File: src/design/cht_pkg.sv
// Shared constants and codes for the chained hash table engine.
// No dependencies; every other design file but cht_out_if refers to this package by scoped names.
`default_nettype none
package cht_pkg;

  localparam int KEY_W         = 32;
  localparam int CFG_W         = 8;
  localparam int RESET_BUCKETS = 83;

  // The modulo unit retires this many dividend bits per cycle.
  localparam int DIV_BITS      = 4;
  localparam int DIV_STEPS     = KEY_W / DIV_BITS;

  localparam logic [1:0] ACT_INSERT = 2'd0;
  localparam logic [1:0] ACT_LOOKUP = 2'd1;
  localparam logic [1:0] ACT_REMOVE = 2'd2;

  localparam logic [1:0] ST_OK        = 2'd0;
  localparam logic [1:0] ST_NOT_FOUND = 2'd1;
  localparam logic [1:0] ST_FULL      = 2'd2;

endpackage
`default_nettype wire

File: src/design/cht_mod_unit.sv
// Iterative key modulo bucket-count unit, several dividend bits per cycle.
// Uses cht_pkg for the key width and the digits retired per cycle.
`default_nettype none
module cht_mod_unit (
  input  wire logic                          clk,
  input  wire logic                          rst_n,
  input  wire logic                          start,
  input  wire logic [cht_pkg::KEY_W-1:0]     dividend,
  input  wire logic [cht_pkg::CFG_W-1:0]     divisor,
  output logic                               done,
  output logic [cht_pkg::CFG_W-1:0]          rem
);
  localparam int CW = (cht_pkg::DIV_STEPS > 1) ? $clog2(cht_pkg::DIV_STEPS) : 1;

  logic                          busy_r, busy_nxt;
  logic                          done_r, done_nxt;
  logic [CW-1:0]                 cnt_r, cnt_nxt;
  logic [cht_pkg::CFG_W-1:0]     rem_r, rem_nxt;
  logic [cht_pkg::KEY_W-1:0]     dvd_r, dvd_nxt;

  always_comb begin
    logic [cht_pkg::CFG_W:0] t;
    logic [cht_pkg::CFG_W-1:0] r;
    busy_nxt = busy_r;
    done_nxt = 1'b0;
    cnt_nxt  = cnt_r;
    rem_nxt  = rem_r;
    dvd_nxt  = dvd_r;
    r        = rem_r;
    t        = '0;
    if (start) begin
      busy_nxt = 1'b1;
      cnt_nxt  = '0;
      rem_nxt  = '0;
      dvd_nxt  = dividend;
    end else if (busy_r) begin
      // Restoring steps: the partial remainder stays below the divisor.
      for (int i = 0; i < cht_pkg::DIV_BITS; i++) begin
        t = {r, dvd_r[cht_pkg::KEY_W-1-i]};
        if (t >= {1'b0, divisor}) begin
          t = t - {1'b0, divisor};
        end
        r = t[cht_pkg::CFG_W-1:0];
      end
      rem_nxt = r;
      dvd_nxt = dvd_r << cht_pkg::DIV_BITS;
      cnt_nxt = cnt_r + 1'b1;
      if (cnt_r == CW'(cht_pkg::DIV_STEPS - 1)) begin
        busy_nxt = 1'b0;
        done_nxt = 1'b1;
      end
    end
  end

  always_ff @(posedge clk) begin
    if (!rst_n) begin
      busy_r <= 1'b0;
      done_r <= 1'b0;
      cnt_r  <= '0;
    end else begin
      busy_r <= busy_nxt;
      done_r <= done_nxt;
      cnt_r  <= cnt_nxt;
    end
    rem_r <= rem_nxt;
    dvd_r <= dvd_nxt;
  end

  assign done = done_r;
  assign rem  = rem_r;
endmodule
`default_nettype wire

File: config.mk
export PLATFORM = sky130hd
export DESIGN_NAME = cht_mod_unit
export DESIGN_NICKNAME = d
export VERILOG_FILES = /design/src/design/cht_pkg.sv /design/src/design/cht_mod_unit.sv
export SDC_FILE = /design/constraint.sdc
export NUM_CORES = 1
export LEC_CHECK = 0
export BUFFER_PORTS_ARGS = -buffer_cell sky130_fd_sc_hd__buf_2
export CAP_MARGIN = 10
export CORE_MARGIN = 4
export CORE_UTILIZATION = 53
export DETAILED_ROUTE_END_ITERATION = 7
export PLACE_DENSITY_LB_ADDON = 0.3
export SYNTH_ARGS = -nofsm -noshare
export SYNTH_HDL_FRONTEND = slang
export SYNTH_SLANG_ARGS = --single-unit
File: constraint.sdc
create_clock -name clk -period 8.02 [get_ports clk]
set_clock_uncertainty 0.1 [all_clocks]
set_input_delay 0.401 -clock clk [delete_from_list [all_inputs] [get_ports clk]]
set_output_delay 0.401 -clock clk [all_outputs]
set_load 0.01 [all_outputs]
==> flow_metrics.tcl, run 1 <==
set metrics [dict create \
    result_of_the_run "finished clean" \
    category_of_the_most_critical_setup_path "flip-flop to flip-flop" \
    synthesis.nets 439 \
    min-delay-path-class "primary input to flip-flop" \
    route.final.wire_length_mm 9.57 \
    util_after_layout 0.675 \
    die-area_mm2 0.00844 \
    drt_pre_antenna_iters 4 \
    timing.critical_path.from_type "flip-flop" \
    synth_area_mm2 0.00373 \
    die_w_um 91.9 \
    synth-seq-cells 45 \
    max_freq_mhz 130 \
    timing_worst_slew_pin_value_ns 0.845 \
    timing.final.crit_period_ns 7.69 \
    yosysWarnings 0 \
    detail_route.drc_violations 0 \
    place_congestion 0.980 \
    route.vias.total 3118 \
    final_cell_mix "51 x buf_2, 46 x buf_4, 40 x mux2_2, 32 x edfxtp_1" \
    postSynthAreaPerCell_um2 10.4 \
    antenna_violations_before_repair 0 \
    layout_commonest_cell "buf_2" \
    fp-row-count 30 \
    die_h_um 91.9 \
    synth_area_leader_cell "edfxtp_1" \
    r2r_cells 36 \
    crit_path_top_delay_cell "edfxtp_1" \
    post_synth_num_cell_types 61 \
    synth_largest_type_area_fraction 0.258 \
    yosys-top-cells-area "edfxtp_1 26%, mux2_2 12%, ha_1 11%, dfxtp_1 7.0%, nor2_1 3.0%" \
    cp_max_fo 4 \
    detailedRoute.firstIterationViolations 257 \
    cts_num_sinks 45 \
    synth.yosys.seq_area_share 0.328 \
    drv.max_cap_violation_count 0 \
    drt-vias-per-instance 5.67 \
    antenna_violating_nets_post_route 0 \
    grt_overflow_total 0 \
    post_synth_edffs 32 \
    largest_net_degree_at_the_start_of_global_routing 45 \
    crit_buf_inv 6 \
    clk_transition_reported_paths_ns 0.09 \
    grt_pass1_wl_mm 15.2 \
    timing.final.hold_violations 0 \
    timing.critical_path.depth 36 \
    grt_use_total 0.229 \
    fillerInstances 541 \
    antenna_fix_cells 0 \
    vias_in_the_first_global_route 3220 \
    place_hpwl_mm 7.78 \
    relative_slew_margins 0.437 \
    wl_per_cell_um 17.4 \
    arrival_ns 7.79 \
    crit_family "compound AO/OA/AOI/OAI gates" \
    setup.worst_path.end_class "flip-flop" \
    post_route_cells_drive_above_1_share 0.421 \
    slowest_delay_ns 0.44 \
    design_area_mm2 0.00461 \
    clock_tree.buffer_depth 2 \
    cp_data_required_time_ns 8.11 \
    postSynth.asyncResetShare 0 \
    dp.cells 540 \
    placed_area_mm2 0.00437 \
    whs_path_depth 2 \
    dominantRegCellSynth "edfxtp_1" \
    synthesis.instances 358 \
    portBuffers 51 \
    io-pin-count 52 \
    htree_levels 2 \
    placeableCoreArea_mm2 0.00683 \
    floorplan.initialDensity 0.546 \
    post_layout_nonfiller_instances 550 \
    final-max-slew-violation-count 0 \
    finalNetCount 534 \
    tritoncts.num_buffers 5 \
    area.growth.synth_to_final_pct 23.6 \
    worst_skew_pair.late_latency_ns 0.30 \
    cts_tree "yes" \
    cts.root.buffer_cell "clkbuf_8" \
    finalSetupViolCount 0 \
    period_share 0.959 \
]
[timing repair]
| item | 4_1_cts | 5_1_grt |
|---|---|---|
| resized for setup | 2 | 32 |
| buffers inserted | 0 | 2 |
| hold buffers | 0 | 0 |
| pin swaps | 2 | 10 |
| setup endpoints to repair | 6 | 8 |
[per-stage QoR]
| step | TNS [ns] | setup slack (ns) | hold slack, ns |
|---|---|---|---|
| finish | 0 | 0.328 | 0.214 |
| global route | -0.0510 | -0.0221 | 0.242 |
| CTS | 0 | 0.00841 | 0.203 |
| detailed placement | -0.884 | -0.179 | 0.403 |
| global placement | 0 | 0.0867 | 0.382 |
| floorplan | 0 | 0.113 | 0.365 |
[flip-flops by register name, summed over array words and instances (netlist names)]
name    flops
done        1
busy_r      1
cnt_r       3
rem         8
dvd_r      32
[kinds of logic (layout without fill, tap and decap cells)]
family                   Yosys count  in the layout  share of synthesized area
AO/OA/AOI/OAI                     90             90                      0.196
AND/OR/NAND/NOR                   84             84                      0.110
multiplexers                      51             51                      0.151
XOR/XNOR                          15             15                     0.0352
adder cells (fa/ha/maj)           38             38                      0.136
flip-flops                        45             45                      0.328
buffers and inverters             35            131                     0.0446
[synthesized netlist by cell type (6+ instances only)]
library cell  count
nor2_1           30
a21oi_1          14
nor2b_1           7
xor2_1            7
dfxtp_1          13
nand2_1          17
edfxtp_1         32
o21a_1            8
o21ai_0          17
ha_1             34
o21bai_1          6
mux2_2           41
xnor2_1           8
inv_1            24
a211oi_1          9
mux2i_1          10
[worst paths after layout]
kind	startpoint	to	slack, ns
min reg2reg	cnt_r[2]	cnt_r[2]	0.42
min	rst_n	busy_r	0.21
max	dvd_r[31]	rem[2]	0.33
max reg2reg	dvd_r[31]	rem[2]	0.33
[routing by layer]
layer | part of all wire | up-vias | global-route usage
met2 | 0.49 | 86 | 0.378
met4 | 0.024 | 0 | 0.0730
met1 | 0.43 | 1489 | 0.302
met3 | 0.057 | 21 | 0.0418
li1 | - | 1522 | -
met5 | 0 | - | 0
[worst reg2reg max path: cells and delay by family, from the launching register on]
family	cells	cell delay, ns
compound gates	17	3.73
xor+xnor	1	0.09
buf+inv	6	0.66
flops	1	0.44
mux	3	0.84
simple gates	4	0.44
fa+ha+maj	5	1.29
[area by class of cell]
type | count | area [um^2] | share of cell area
Multi-Input combinational cell | 278 | 2450 | 0.532
Sequential cell | 45 | 1230 | 0.266
Timing Repair Buffer | 99 | 623 | 0.135
Tap cell | 96 | 120 | 0.0261
Inverter | 24 | 90.1 | 0.0195
Clock buffer | 5 | 68.8 | 0.0149
Clock inverter | 3 | 25.0 | 0.00543
Power of run 1 is left out: the tool's default activity adds up to more than one toggle a clock period on the data nets, which glitch-free logic cannot reach.
==> run 2, diff against run 1 <==
--- a/config.mk
+++ b/config.mk
@@ -8,7 +8,7 @@
 export BUFFER_PORTS_ARGS = -buffer_cell sky130_fd_sc_hd__buf_2
 export CAP_MARGIN = 10
 export CORE_MARGIN = 4
-export CORE_UTILIZATION = 53
+export CORE_UTILIZATION = 57
 export DETAILED_ROUTE_END_ITERATION = 7
 export PLACE_DENSITY_LB_ADDON = 0.3
 export SYNTH_ARGS = -nofsm -noshare
==> constraint.sdc (replaced) <==
create_clock -name clk -period 7.3 [get_ports clk]
set_clock_uncertainty 0.1 [all_clocks]
set_input_delay 0.365 -clock clk [delete_from_list [all_inputs] [get_ports clk]]
set_output_delay 0.365 -clock clk [all_outputs]
set_load 0.01 [all_outputs]
==> run 2 against run 1 <==
- the flow now finishes with violations (setup timing)
- critical path depth unchanged
- hold slack worse by 0.017 ns
- utilization up 20 points
- first-iteration DRC count up 74%
- clock-buffer cell count up 1
- cell area up 21%
- routed wire length up 55%
- global-route usage up 9.4 points
- via count up 28%
- sequential share of layout area down 4.7 points
- setup slack worse by 1.0 ns
- final cell count up 11%
- critical path type unchanged
- largest cell class unchanged
==> flow_metrics.tcl, run 2 (synthesis gave the netlist of run 1 again) <==
set metrics [dict create \
    die-area_mm2 0.00790 \
    io-pin-count 52 \
    grt_overflow_total 0 \
    vias_in_the_first_global_route 3805 \
    crit_family "compound AO/OA/AOI/OAI gates" \
    largest_register_ff_count 32 \
    post_cts_hold_buffer_count 0 \
    timing.final.hold_violations 0 \
    final_cell_mix "122 x buf_4, 51 x buf_2, 37 x mux2_2, 32 x edfxtp_1, 29 x nor2_1" \
    die_h_um 88.9 \
    cp_data_required_time_ns 7.40 \
    antenna_violations_before_repair 0 \
    setup.worst_path.end_class "flip-flop" \
    worst_r2r_startpoint "dvd_r[31]" \
    route.final.wire_length_mm 14.8 \
    place_hpwl_mm 8.39 \
    layout.area.seq_mm2 0.00122 \
    util_after_layout 0.879 \
    timing.rr.end "rem[1]" \
    placeableCoreArea_mm2 0.00635 \
    grt_use_total 0.323 \
    area.growth.synth_to_final_pct 49.6 \
    portBuffers 51 \
    result_of_the_run "complete, but fails checks" \
    timing.final.crit_period_ns 7.97 \
    regToRegSetupSlack_ns -0.67 \
    min-delay-path-class "primary input to flip-flop" \
    fillerInstances 248 \
    tritoncts.num_buffers 5 \
    cp_common_cell "ha_4" \
    route.vias.total 3980 \
    timing.final.ws_setup_ns -0.671 \
    drt_pre_antenna_iters 5 \
    layout_commonest_cell "buf_4" \
    holdPathEnd "busy_r" \
    timing_worst_slew_pin_value_ns 0.892 \
    timing.critical_path.depth 36 \
    worstHoldStart "rst_n" \
    failed_checks "setup timing" \
    cts_tree "yes" \
    wl_per_cell_um 24.2 \
    antenna_violating_nets_post_route 0 \
    setup_repair_after_global_routing_missed_its_margin "true" \
    drv.max_cap_violation_count 0 \
    finalNetCount 616 \
    largest_net_degree_at_the_start_of_global_routing 45 \
    final-max-slew-violation-count 0 \
    r2r_cells 36 \
    die_w_um 88.9 \
    largest_reg_by_ff_count "dvd_r" \
    relative_slew_margins 0.405 \
    drt-vias-per-instance 6.49 \
    arrival_ns 8.07 \
    htree_levels 2 \
    clk_transition_reported_paths_ns 0.08 \
    worst_skew_pair.late_latency_ns 0.31 \
    post_layout_nonfiller_instances 613 \
    multi_input_area_mm2 0.00280 \
    post_route_cells_drive_above_1_share 0.562 \
    category_of_the_most_critical_setup_path "flip-flop to flip-flop" \
    cts.root.buffer_cell "clkbuf_8" \
    tns_ns -4.65 \
    grt_pass1_wl_mm 19.1 \
    cts_num_sinks 45 \
    crit_path_top_delay_cell "edfxtp_1" \
    fp-row-count 29 \
    clock_tree.buffer_depth 2 \
    cp_max_fo 6 \
    slowest_delay_ns 0.45 \
    crit_path_start "dvd_r[31]" \
    floorplan.initialDensity 0.587 \
    design_area_mm2 0.00558 \
    finalSetupViolCount 8 \
    detailedRoute.firstIterationViolations 446 \
    detail_route.drc_violations 0 \
    timing.critical_path.from_type "flip-flop" \
    antenna_fix_cells 0 \
    crit_buf_inv 6 \
    dp.cells 559 \
    placed_area_mm2 0.00474 \
    period_share 1.09 \
    whs_path_depth 2 \
    place_congestion 0.970 \
    max_freq_mhz 125 \
]
## run 2: cell types whose count changed in the layout (fill, tap and decap cells not counted), sizes merged
cell,delta
clkbuf,+1
clkinvlp,-1
buf,+82
bufinv,+1
inv,-1
## run 2: final cells by class
cell class | count | share of cell area
flip-flops and latches | 45 | 0.219
multi-input cells | 278 | 0.502
clock buffers | 6 | 0.0130
inverters | 24 | 0.0161
well taps | 77 | 0.0173
clock inverters | 2 | 0.00628
repair buffers | 181 | 0.227
## run 2: worst max path at each step
stage	to	slack (ns)
final	rem[1]	-0.67
after global routing	rem[2]	-0.79
after CTS	rem[4]	-0.25
after detailed placement	rem[6]	-0.56
after global placement	rem[1]	-0.18
after floorplan	rem[0]	0.000004
## run 2: worst register-to-register path: cells and delay by family, from the launching register on
kind	cells	cell delay (ns)
XOR/XNOR	1	0.09
adder cells (fa/ha/maj)	5	1.23
AND/OR/NAND/NOR	3	0.28
buffers and inverters	6	0.65
flip-flops	1	0.45
AO/OA/AOI/OAI	18	4.19
multiplexers	3	0.90
## run 2: layer usage
metal | share of wire | wire, um | up-vias | GRT usage
met4 | 0.076 | 1120 | 0 | 0.150
met3 | 0.089 | 1320 | 125 | 0.0689
li1 | - | - | 1681 | -
met2 | 0.47 | 7010 | 307 | 0.549
met1 | 0.36 | 5370 | 1867 | 0.388
met5 | 0 | 0 | - | 0
## run 2: through the flow
stage / hold WS [ns] / setup slack [ns]
after global routing: 0.204 / -0.790
after global placement: 0.381 / -0.179
after floorplan: 0.365 / 0.00000400
final: 0.197 / -0.671
after detailed placement: 0.411 / -0.560
after CTS: 0.192 / -0.249
## run 2: timing repair
item                                    CTS  global route
endpoints found under the setup margin    8             8
pin swaps                                28            31
endpoints found under the hold margin     0             0
gates resized for setup                  26            41
buffers inserted                         34            13
Power of run 2 is left out for the same reason.
==> run 3, diff against run 2 <==
--- a/config.mk
+++ b/config.mk
@@ -7,7 +7,6 @@
 export LEC_CHECK = 0
 export BUFFER_PORTS_ARGS = -buffer_cell sky130_fd_sc_hd__buf_2
 export CAP_MARGIN = 10
-export CORE_MARGIN = 4
 export CORE_UTILIZATION = 57
 export DETAILED_ROUTE_END_ITERATION = 7
 export PLACE_DENSITY_LB_ADDON = 0.3
==> run 3 against run 2 <==
- the flow still finishes with violations (setup timing)
- final cell count shrank 2.4%
- utilization shrank 2.1 points
- hold slack gained 0.0025 ns
- via count shrank 4.3%
- non-clock buffer count shrank 15
- fmax grew 5.6%
- global-route usage grew 2.1 points
- clock-buffer cell count shrank 1
- sequential share of layout area grew 0.56 points
- critical path depth shrank 2
- cell area shrank 2.4%
- critical endpoint is now rem[0]
==> flow_metrics.tcl, run 3 (synthesis gave the netlist of run 1 again) <==
set metrics [dict create \
    timing.final.crit_period_ns 7.55 \
    clk_transition_reported_paths_ns 0.09 \
    place_congestion 0.937 \
    vias_in_the_first_global_route 3790 \
    final.hold.worst_slack_ns 0.199 \
    worst_skew_pair.late_latency_ns 0.30 \
    crit_buf_inv 5 \
    finalSetupViolCount 8 \
    largest_net_degree_at_the_start_of_global_routing 45 \
    timing.rr.end "rem[0]" \
    crit_path_start "dvd_r[31]" \
    failed_checks "setup timing" \
    crit_path_top_delay_cell "edfxtp_1" \
    route.final.wire_length_mm 13.8 \
    post_route_cells_drive_above_1_share 0.553 \
    category_of_the_most_critical_setup_path "flip-flop to flip-flop" \
    detail_route.drc_violations 0 \
    htree_levels 2 \
    place_hpwl_mm 7.73 \
    final_cell_mix "110 x buf_4, 51 x buf_2, 37 x mux2_2, 32 x edfxtp_1, 29 x nor2_1" \
    io-pin-count 52 \
    timing.critical_path.from_type "flip-flop" \
    tritoncts.num_buffers 5 \
    finalNetCount 601 \
    timing.critical_path.depth 34 \
    critical_path.endpoint "rem[0]" \
    min-delay-path-class "primary input to flip-flop" \
    r2r_cells 34 \
    drt_pre_antenna_iters 5 \
    timing.final.ws_setup_ns -0.249 \
    die_w_um 82.9 \
    period_share 1.03 \
    largest_register_ff_count 32 \
    cts_tree "yes" \
    largest_reg_by_ff_count "dvd_r" \
    grt_pass1_wl_mm 18.6 \
    final-max-slew-violation-count 0 \
    detailedRoute.firstIterationViolations 319 \
    relative_slew_margins 0.368 \
    crit_family "compound AO/OA/AOI/OAI gates" \
    fp-row-count 29 \
    portBuffers 51 \
    dp.cells 554 \
    setup_repair_after_global_routing_missed_its_margin "true" \
    cp_max_fo 5 \
    area.growth.synth_to_final_pct 46.0 \
    die_h_um 82.9 \
    antenna_violations_before_repair 0 \
    cp_data_required_time_ns 7.33 \
    die-area_mm2 0.00687 \
    placeableCoreArea_mm2 0.00635 \
    antenna_fix_cells 0 \
    drv.max_cap_violation_count 0 \
    regToRegSetupSlack_ns -0.25 \
    setup.worst_path.end_class "flip-flop" \
    route.vias.total 3807 \
    grt_use_total 0.344 \
    detailedPlace.worstSlack_ns -0.562 \
    timing.final.hold_violations 0 \
    wl_per_cell_um 23.0 \
    floorplan.initialDensity 0.587 \
    post_cts_hold_buffer_count 0 \
    max_freq_mhz 132 \
    drt-vias-per-instance 6.37 \
    timing_worst_slew_pin_value_ns 0.947 \
    grt_overflow_total 0 \
    slowest_delay_ns 0.42 \
    worst_r2r_startpoint "dvd_r[31]" \
    cts_num_sinks 45 \
    cts.root.buffer_cell "clkbuf_8" \
    layout_commonest_cell "buf_4" \
    result_of_the_run "complete, but fails checks" \
    antenna_violating_nets_post_route 0 \
    post_layout_nonfiller_instances 598 \
    clock_tree.buffer_depth 2 \
    arrival_ns 7.58 \
]
[run 3: cell types whose count changed in the layout (fill, tap and decap cells not counted), sizes merged]
cell | previous run | this run
buf | 181 | 166
clkbuf | 6 | 5
clkinvlp | 0 | 1
[run 3: stage by stage]
step            util  TNS (ns)  cell area [um^2]
2_1_floorplan      -         0              3840
3_3_place_gp   0.741     -2.30              4710
3_5_place_dp   0.741     -3.83              4710
4_1_cts        0.811    -0.632              5150
5_1_grt        0.858     -3.88              5450
6_report       0.858     -1.85              5450
[run 3: routing by layer]
layer | vias up | GRT usage | part of all wire
li1 | 1653 | - | -
met2 | 279 | 0.586 | 0.47
met5 | - | 0 | 0
met3 | 101 | 0.0656 | 0.078
met1 | 1774 | 0.405 | 0.37
met4 | 0 | 0.196 | 0.080
[run 3: area by class of cell]
class,instances,area [um^2]
multi-input cells,278,2790
flip-flops and latches,45,1220
repair buffers,166,1140
fillers,284,905
well taps,77,96.3
inverters,24,92.6
clock buffers,5,68.8
clock inverters,3,41.3
[run 3: worst min path at each step]
stage / from / end / slack [ns] / cells past startpoint
floorplan: cnt_r[1] / cnt_r[1] / 0.36 / 2
global placement: cnt_r[1] / cnt_r[1] / 0.38 / 2
detailed placement: cnt_r[1] / cnt_r[1] / 0.40 / 2
CTS: rst_n / busy_r / 0.19 / 2
global route: rst_n / busy_r / 0.20 / 2
finish: rst_n / busy_r / 0.20 / 2
[run 3: repair_timing]
| item | CTS | global route |
|---|---|---|
| setup endpoints to repair | 8 | 8 |
| pin swaps | 28 | 34 |
| gates resized for setup | 28 | 41 |
| setup buffers | 28 | 10 |
Power of run 3 is left out for the same reason.
